==> config.mk <==
export PLATFORM = sky130hd
export DESIGN_NAME = trht_back
export DESIGN_NICKNAME = d
export VERILOG_FILES = /design/src/trht_pkg.sv /design/src/trht_back.sv
export SDC_FILE = /design/constraint.sdc
export NUM_CORES = 2
export LEC_CHECK = 0
export BUFFER_PORTS_ARGS = -buffer_cell sky130_fd_sc_hd__clkbuf_2
export CAP_MARGIN = 20
export CORE_MARGIN = 1
export CORE_UTILIZATION = 65
export CTS_CLUSTER_DIAMETER = 50
export DETAILED_ROUTE_END_ITERATION = 10
export PLACE_DENSITY_LB_ADDON = 0.12
export SLEW_MARGIN = 20
export SYNTH_ARGS = -nofsm -noshare
export SYNTH_HDL_FRONTEND = slang
export SYNTH_SLANG_ARGS = --single-unit
export TNS_END_PERCENT = 1
==> constraint.sdc <==
create_clock -name clock -period 14.5 [get_ports clock]
set_input_delay 2.175 -clock clock [delete_from_list [all_inputs] [get_ports clock]]
set_output_delay 2.175 -clock clock [all_outputs]
set_load 0.01 [all_outputs]
==> src/trht_pkg.sv <==
package trht_pkg;

   localparam int REGION_SLOTS = 16;
   localparam int SLOT_IDX_W = (REGION_SLOTS > 1) ? $clog2(REGION_SLOTS) : 1;
   localparam int SLOT_CNT_W = $clog2(REGION_SLOTS + 1);
   localparam int COORD_W = 16;
   localparam int PROD_W = 2 * COORD_W;

   localparam logic [1:0] KIND_CIRCLE = 2'd0;
   localparam logic [1:0] KIND_RECT   = 2'd1;
   localparam logic [1:0] KIND_GRID   = 2'd2;
   localparam logic [1:0] KIND_NONE   = 2'd3;

   typedef enum logic [1:0] {
      OP_QUERY,
      OP_WRITE,
      OP_DROP
   } op_type;

   typedef struct packed {
      op_type                  op;
      logic [SLOT_IDX_W-1:0]   slot;
      logic [1:0]              kind;
      logic                    region_on;
      logic [COORD_W-1:0]      origin_x;
      logic [COORD_W-1:0]      origin_y;
      logic [COORD_W-1:0]      size_a;
      logic [COORD_W-1:0]      size_b;
      logic [COORD_W-1:0]      cells;
      logic [COORD_W-1:0]      touch_x;
      logic [COORD_W-1:0]      touch_y;
   } entry_type;

   typedef struct packed {
      logic                    start;
      logic [COORD_W-1:0]      dividend;
      logic [COORD_W-1:0]      divisor;
   } div_req_type;

endpackage

==> src/trht_back.sv <==
module trht_back
   import trht_pkg::*;
(
   input  logic               clock,
   input  logic               reset,
   input  logic               head_valid,
   input  entry_type          head,
   output logic               head_pop,
   output div_req_type        col_req,
   output div_req_type        row_req,
   input  logic               col_done,
   input  logic               row_done,
   input  logic [15:0]        col_quo,
   input  logic [15:0]        row_quo,
   output logic               rsp_valid,
   input  logic               rsp_ready,
   output logic               rsp_hit,
   output logic [3:0]         rsp_hit_slot,
   output logic               rsp_is_grid,
   output logic [15:0]        rsp_cell_col,
   output logic [15:0]        rsp_cell_row
);

   typedef enum logic [5:0] {
      ST_IDLE = 6'b000001,
      ST_SCAN = 6'b000010,
      ST_MUL  = 6'b000100,
      ST_CMP  = 6'b001000,
      ST_DIV  = 6'b010000,
      ST_OUT  = 6'b100000
   } state_type;

   state_type state_ff, state_in;

   logic [1:0]         kind_ff   [REGION_SLOTS];
   logic               enable_ff [REGION_SLOTS];
   logic [COORD_W-1:0] ox_ff     [REGION_SLOTS];
   logic [COORD_W-1:0] oy_ff     [REGION_SLOTS];
   logic [COORD_W-1:0] sa_ff     [REGION_SLOTS];
   logic [COORD_W-1:0] sb_ff     [REGION_SLOTS];
   logic [COORD_W-1:0] cells_ff  [REGION_SLOTS];

   logic [SLOT_CNT_W-1:0] scan_ff, scan_in;
   logic [SLOT_IDX_W-1:0] idx;
   logic [COORD_W-1:0]    tx_ff, tx_in, ty_ff, ty_in;
   logic [1:0]            ckind_ff, ckind_in;
   logic [COORD_W-1:0]    dx_ff, dx_in, dy_ff, dy_in;
   logic                  gex_ff, gex_in, gey_ff, gey_in;
   logic [COORD_W-1:0]    csa_ff, csa_in, csb_ff, csb_in, ccells_ff, ccells_in;
   logic [PROD_W-1:0]     pa_ff, pa_in, pb_ff, pb_in, pc_ff, pc_in;
   logic                  hit_ff, hit_in, grid_ff, grid_in;
   logic [3:0]            slot_ff, slot_in;
   logic                  match;
   logic                  table_wr;
   logic                  out_load;

   logic                  rsp_valid_ff, rsp_valid_in;
   logic                  rsp_hit_ff, rsp_grid_ff;
   logic [3:0]            rsp_slot_ff;
   logic [COORD_W-1:0]    rsp_col_ff, rsp_row_ff;

   assign idx = scan_ff[SLOT_IDX_W-1:0];

   always_comb begin
      match = 1'b0;
      unique case (ckind_ff)
         KIND_CIRCLE: match = ({1'b0, pa_ff} + {1'b0, pb_ff}) < {1'b0, pc_ff};
         KIND_RECT:   match = gex_ff && gey_ff && (dx_ff <= csa_ff) && (dy_ff <= csb_ff);
         KIND_GRID:   match = gex_ff && gey_ff && (PROD_W'(dx_ff) < pa_ff)
                              && (PROD_W'(dy_ff) < pb_ff);
         KIND_NONE:   match = 1'b0;
         default:     match = 1'b0;
      endcase
   end

   assign out_load = (state_ff == ST_OUT) && (!rsp_valid_ff || rsp_ready);

   always_comb begin
      state_in  = state_ff;
      scan_in   = scan_ff;
      tx_in     = tx_ff;
      ty_in     = ty_ff;
      ckind_in  = ckind_ff;
      dx_in     = dx_ff;
      dy_in     = dy_ff;
      gex_in    = gex_ff;
      gey_in    = gey_ff;
      csa_in    = csa_ff;
      csb_in    = csb_ff;
      ccells_in = ccells_ff;
      pa_in     = pa_ff;
      pb_in     = pb_ff;
      pc_in     = pc_ff;
      hit_in    = hit_ff;
      grid_in   = grid_ff;
      slot_in   = slot_ff;
      head_pop  = 1'b0;
      table_wr  = 1'b0;
      col_req   = '{start: 1'b0, dividend: dx_ff, divisor: csa_ff};
      row_req   = '{start: 1'b0, dividend: dy_ff, divisor: csb_ff};
      unique case (state_ff)
         ST_IDLE: begin
            if (head_valid) begin
               head_pop = 1'b1;
               unique case (head.op)
                  OP_QUERY: begin
                     tx_in    = head.touch_x;
                     ty_in    = head.touch_y;
                     scan_in  = '0;
                     hit_in   = 1'b0;
                     grid_in  = 1'b0;
                     slot_in  = '0;
                     state_in = ST_SCAN;
                  end
                  OP_WRITE: table_wr = 1'b1;
                  OP_DROP:  table_wr = 1'b0;
                  default:  table_wr = 1'b0;
               endcase
            end
         end
         ST_SCAN: begin
            if (32'(scan_ff) >= REGION_SLOTS) begin
               state_in = ST_OUT;
            end else if (enable_ff[idx]) begin
               ckind_in  = kind_ff[idx];
               gex_in    = tx_ff >= ox_ff[idx];
               gey_in    = ty_ff >= oy_ff[idx];
               dx_in     = (tx_ff >= ox_ff[idx]) ? tx_ff - ox_ff[idx] : ox_ff[idx] - tx_ff;
               dy_in     = (ty_ff >= oy_ff[idx]) ? ty_ff - oy_ff[idx] : oy_ff[idx] - ty_ff;
               csa_in    = sa_ff[idx];
               csb_in    = sb_ff[idx];
               ccells_in = cells_ff[idx];
               state_in  = ST_MUL;
            end else begin
               scan_in = scan_ff + 1'b1;
            end
         end
         ST_MUL: begin
            if (ckind_ff == KIND_CIRCLE) begin
               pa_in = dx_ff * dx_ff;
               pb_in = dy_ff * dy_ff;
            end else begin
               pa_in = csa_ff * ccells_ff;
               pb_in = csb_ff * ccells_ff;
            end
            pc_in    = csa_ff * csa_ff;
            state_in = ST_CMP;
         end
         ST_CMP: begin
            if (match) begin
               hit_in  = 1'b1;
               slot_in = 4'(scan_ff);
               if (ckind_ff == KIND_GRID) begin
                  grid_in       = 1'b1;
                  col_req.start = 1'b1;
                  row_req.start = 1'b1;
                  state_in      = ST_DIV;
               end else begin
                  state_in = ST_OUT;
               end
            end else begin
               scan_in  = scan_ff + 1'b1;
               state_in = ST_SCAN;
            end
         end
         ST_DIV: begin
            if (col_done && row_done) begin
               state_in = ST_OUT;
            end
         end
         ST_OUT: begin
            if (out_load) begin
               state_in = ST_IDLE;
            end
         end
         default: state_in = ST_IDLE;
      endcase
   end

   assign rsp_valid_in = out_load ? 1'b1 : (rsp_valid_ff && !rsp_ready);

   always_ff @(posedge clock) begin
      if (reset) begin
         state_ff     <= ST_IDLE;
         rsp_valid_ff <= 1'b0;
         for (int i = 0; i < REGION_SLOTS; i++) begin
            enable_ff[i] <= 1'b0;
         end
      end else begin
         state_ff     <= state_in;
         rsp_valid_ff <= rsp_valid_in;
         if (table_wr) begin
            enable_ff[head.slot] <= head.region_on;
         end
      end
   end

   always_ff @(posedge clock) begin
      if (table_wr) begin
         kind_ff[head.slot]  <= head.kind;
         ox_ff[head.slot]    <= head.origin_x;
         oy_ff[head.slot]    <= head.origin_y;
         sa_ff[head.slot]    <= head.size_a;
         sb_ff[head.slot]    <= head.size_b;
         cells_ff[head.slot] <= head.cells;
      end
      scan_ff   <= scan_in;
      tx_ff     <= tx_in;
      ty_ff     <= ty_in;
      ckind_ff  <= ckind_in;
      dx_ff     <= dx_in;
      dy_ff     <= dy_in;
      gex_ff    <= gex_in;
      gey_ff    <= gey_in;
      csa_ff    <= csa_in;
      csb_ff    <= csb_in;
      ccells_ff <= ccells_in;
      pa_ff     <= pa_in;
      pb_ff     <= pb_in;
      pc_ff     <= pc_in;
      hit_ff    <= hit_in;
      grid_ff   <= grid_in;
      slot_ff   <= slot_in;
      if (out_load) begin
         rsp_hit_ff  <= hit_ff;
         rsp_slot_ff <= slot_ff;
         rsp_grid_ff <= grid_ff;
         rsp_col_ff  <= grid_ff ? col_quo : '0;
         rsp_row_ff  <= grid_ff ? row_quo : '0;
      end
   end

   assign rsp_valid    = rsp_valid_ff;
   assign rsp_hit      = rsp_hit_ff;
   assign rsp_hit_slot = rsp_slot_ff;
   assign rsp_is_grid  = rsp_grid_ff;
   assign rsp_cell_col = rsp_col_ff;
   assign rsp_cell_row = rsp_row_ff;

endmodule

After elaboration in Yosys (flattened, before gate mapping)
Memories as Yosys holds them, arrays and structs flattened. A register that Yosys moved wholly into a read port is not among the register bits.
Index checks and enable logic that the tools add are counted.
- input port bits: 159
- output and inout port bits: 106
- bits in registers: 218
- memory bits (writable): 1328
- memories kept: 7
- equality and inequality tests: 20
- reductions and logical operators: 22
- add/subtract/negate cells: 6
- mux-type cells: 52
- order comparisons: 8
- multiply operators: 5
- bitwise operators: 1
- memory list (memory ; depth ; bits a word ; read ports ; clocked after Yosys merged registers in ; wr ports ; RTL line ; RTL):
    cells_ff ; 16 ; 16 ; 1 ; 1 ; 1 ; trht_back.sv:41 ; logic [COORD_W-1:0] cells_ff [REGION_SLOTS];
    ox_ff ; 16 ; 16 ; 1 ; 1 ; 1 ; trht_back.sv:37 ; logic [COORD_W-1:0] ox_ff [REGION_SLOTS];
    oy_ff ; 16 ; 16 ; 1 ; 1 ; 1 ; trht_back.sv:38 ; logic [COORD_W-1:0] oy_ff [REGION_SLOTS];
    sa_ff ; 16 ; 16 ; 1 ; 1 ; 1 ; trht_back.sv:39 ; logic [COORD_W-1:0] sa_ff [REGION_SLOTS];
    sb_ff ; 16 ; 16 ; 1 ; 1 ; 1 ; trht_back.sv:40 ; logic [COORD_W-1:0] sb_ff [REGION_SLOTS];
    kind_ff ; 16 ; 2 ; 1 ; 1 ; 1 ; trht_back.sv:35 ; logic [1:0] kind_ff [REGION_SLOTS];
    +1 memories ; -- ; -- ; -- ; -- ; -- ; -- ;
- operators with widths (operator ; count):
    16-bit by 16-bit multiplier with 32-bit output ; 5
    16-bit by 32-bit less-than comparator with 1-bit output ; 2
    32-bit 2-to-1 mux ; 2
    16-bit subtractor ; 4
    6-bit 2-to-1 mux ; 8
    6-bit case mux with 6 select lines ; 1
    32-bit by 32-bit adder with 33-bit output ; 1
    33-bit by 32-bit less-than comparator with 1-bit output ; 1
    16-bit greater-or-equal comparator ; 2
    16-bit <= comparator ; 2
    16-bit 2-to-1 mux ; 2
    4-bit 2-to-1 mux ; 7
    5-bit 2-to-1 mux ; 5
    1-bit 2-to-1 mux ; 22
    2-bit != test, second input constant ; 8
    5-bit case mux with 3 select lines ; 1
    5-bit AND reduction ; 2
    1-bit logical AND ; 8
    4-bit case mux with 2 select lines ; 1
    6-bit by 1-bit equality test with 1-bit output, second input constant ; 1
    6-bit by 2-bit equality test with 1-bit output, second input constant ; 1
    6-bit by 3-bit equality test with 1-bit output, second input constant ; 1
    6-bit by 4-bit equality test with 1-bit output, second input constant ; 1
    6-bit by 5-bit equality test with 1-bit output, second input constant ; 1
    other kinds (19) ; 25

Longest topological paths before layout
- depth after elaboration: 9
- mapped depth: 26

Worst setup path before layout
Ideal clock, no wire load.
- path kind: input to register
- start: input head_valid
- end: memory enable_ff[8], enable pin
- stages on the path: 6
- arrival time: 9.069 ns
- required time: 14.181 ns
- library setup time: 0.319 ns
- setup slack: 5.111 ns
- cells stage by stage: and2_1 > and3b_1 > nor2b_1 > nand2_1 > nor3_1 > or2_2
- RTL lines (item ; RTL line ; RTL):
    start, declared ; trht_back.sv:6 ; input logic head_valid,
    end, declared ; trht_back.sv:36 ; logic enable_ff [REGION_SLOTS];

==> qor.csv <==
metric;value;unit
final slew viol count;0;
biggest area consumer among synthesized cells;edfxtp_1;
ys async rst share;0;%
total gr overflow;0;
Final Wtd Congestion;0.947;
io pins;265;
register bit total from synthesis;1599;
Pwr Density;93.8;nW/um^2
initial antenna violation count;25;
area of the core;161000;sq um
die extent in x;404;microns
Worst Hold Slack;0.463;ns
Clock power frac;40.2;%
GRT Resource Usage Total;34.8;%
Final ANT Viol Nets;0;
via count;66800;
Leak;0.0482;uW
min Tclk post-route;7.61;ns
total die area;164000;sq um
Top FF cell, synth;edfxtp_1;
Skew-Pair Late Insertion Delay;0.86;ns
CP top delay family;compound AO/OA/AOI/OAI gates;
vias in the first global route;70800;
CTS Hold Bufs;0;
EDFF count, synth;1588;
number of clock sinks;1599;
Slowest cell on crit path;edfxtp_1;
share of total power in combinational logic;11.9;%
worst vdd ir;0.139;mV
Fin. Hold Viols;0;
Worst EP arrival;5.43;ns
power share of the sequential group;47.9;%
Worst Skew;0.0692;ns
layout cells sized above 1;11.9;%
status;finished, final reports clean;
Synth top area share;45.3;%
largest net degree at the start of global routing;123;
root buffer cell;clkbuf_16;
Max stage delay on crit path;1.15;ns
Avg WL per Cell;25.9;microns
crit path launch type;register;
post_cts resized;0;
DRT iter0 DRCs;6923;
post-synth net total;9957;
setup violators final;0;
RSZ-0062 raised after global routing;no;
fillers;10800;
Gate Count Post-Synth;8224;
Initial Utilization;65.5;%
First-pass DRT Iterations;6;
synth-to-layout area growth;8.87;%
switching share of total power;25.3;%
Worst setup EP type;output pin;
syn avg cell area;12.8;sq um
synth warn;0;
TritonCTS Buffers;171;
port bufs;264;
CTS tree;built;
Synth cell types;90;
HP Class;register to register;
NetSw;2720;uW
Cell Area, Synth;105000;sq um
first-pass GRT wire length;421000;microns
worst-margin pin slew;1.20;ns
Seq/Total Area, Yosys;45.5;%
Setup TNS;0;ns
clk buf depth;3;
number of H-tree levels;4;
top cells by area, synth;edfxtp_1 45%, fa_1 17%, ha_1 8.2%;
total of max-cap violations;0;
hpwl dp;182000;microns
post-CTS setup buffer count;0;
DRT Wirelength;278000;microns
P_int;8020;uW
Worst EP required;12.32;ns
# DRC;0;
Site Rows;147;
nets;10200;
Crit path buffers/inverters;3;
die span in y;404;microns
fmax;131;MHz
crit path cell chain;inv_1 -> ha_1 -> a21o_1 -> a21o_1 -> a21oi_1 -> nor4_1 -> a2111oi_2 -> o21ai_1 -> a311oi_1 -> nand3_1 -> inv_1 -> clkbuf_2;
Worst Path Max Fanout;18;
relative slew slack;20.2;%
period utilization;52.5;%
CTS clock-pin slew for the worst setup and hold paths;0.06;ns
Via density;6.21;
crit path kind;register to output pin;
==> state kept, by name (all words and copies together) (netlist names), 31 cells and up, named ones only <==
| name | flops |
|---|---|
| kind_ff | 32 |
| sb_ff | 256 |
| sa_ff | 256 |
| pa_ff | 32 |
| pc_ff | 31 |
| pb_ff | 32 |
| cells_ff | 256 |
| oy_ff | 256 |
| ox_ff | 256 |
==> final timing paths <==
path                            slack (ns)  startpoint         endpoint  depth (start not counted)
worst min register to register        0.46  slot_ff[1]  rsp_hit_slot[1]                          0
worst max register to register        7.06   dx_ff[12]        pa_ff[24]                         22
worst max-delay path                  6.89   csb_ff[5]      row_req[32]                         12
worst min-delay path                  0.46  slot_ff[1]  rsp_hit_slot[1]                          0
==> power groups by stage <==
stage               logic (uW)  clock network (uW)  registers (uW)
global route              1380                4520            5150
floorplan                  830                   0            5240
finish                    1280                4320            5150
detailed placement        1250                   0            5250
global placement          1220                   0            5240
CTS                       1260                4340            5150
==> layout by cell type (no fill, tap or decap), types with 52 or more instances in the layout <==
cell,count
a21o_1,128
a21oi_1,257
a221oi_1,55
and2_1,362
buf_4,102
clkbuf_16,172
clkbuf_2,264
edfxtp_1,1588
fa_1,881
ha_1,693
inv_1,1360
mux2_2,62
mux2i_1,173
mux4_2,265
nand2_1,712
nand3_1,53
nor2_1,225
nor3_1,52
o21ai_0,239
xnor2_1,133
xor2_1,60
==> stage by stage <==
step,instance area (sq um),total power [uW],instances,utilization [%],setup WS [ns]
6_report,115000,10700,10700,71.4,6.89
5_1_grt,115000,11000,10700,71.4,6.52
4_1_cts,115000,10800,10700,71.3,7.09
3_5_place_dp,109000,6490,10400,67.9,7.11
3_3_place_gp,109000,6470,10400,67.9,7.27
2_1_floorplan,105000,6070,8224,-,5.11
==> Yosys cell counts, types with 41 or more instances <==
cell	number
nand2_1	712
and2_1	363
mux2i_1	173
mux4_2	265
edfxtp_1	1588
fa_1	881
a221oi_1	55
nor3_1	53
buf_1	41
o21a_1	44
a21oi_1	257
nand3_1	53
mux2_2	62
xnor2_1	133
ha_1	693
a21o_1	128
clkbuf_1	266
xor2_1	60
o21ai_0	239
a22oi_1	51
inv_1	1366
nor2_1	235
==> worst register-to-register path, stage by stage (launching register included) <==
cell and delay, ns:
edfxtp_1 0.94, inv_1 0.47, nor2_1 0.33, ha_1 0.30
xor2_1 0.19, fa_1 0.53, inv_1 0.05, fa_1 0.48
fa_1 0.50, fa_1 0.50, inv_1 0.05, fa_1 0.48
inv_1 0.05, ha_1 0.37, a21o_1 0.19, a21o_1 0.18
a2111o_1 0.39, a211o_1 0.29, a31oi_1 0.18, o21bai_1 0.12
a31oi_1 0.38, o21a_1 0.17, nor2_1 0.04
==> final cells by class <==
type,count,area (sq um),area share (%)
antenna,8,20.0,0.0175
clock buffer,206,4430,3.87
clock inverter,104,1130,0.984
inverter,1374,5170,4.51
multi-input combinational,4929,51100,44.6
sequential,1599,47900,41.8
tap,2160,2700,2.36
timing repair buffer,369,2140,1.87
==> logic make-up (layout without fill, tap and decap cells) <==
group	after synthesis	in the layout	share of synthesized area, %
compound gates	1031	1031	6.41
xor+xnor	193	193	1.61
fa+ha+maj	1574	1574	25.0
buf+inv	1696	2053	6.07
flops	1599	1599	45.5
mux	501	501	7.99
other cells	0	8	0
simple gates	1630	1630	7.40
==> per-layer routing <==
metal | vias to the layer above | wire (microns) | share of wire [%] | track usage (%)
met4 | 20 | 13500 | 4.8 | 16.6
met1 | 33800 | 103000 | 37 | 44.1
li1 | 28800 | - | - | -
met3 | 758 | 24600 | 8.9 | 6.84
met2 | 3378 | 137000 | 49 | 57.9
met5 | - | 132 | 0.047 | 0
No activity file was read; power rests on OpenSTA's default activity.
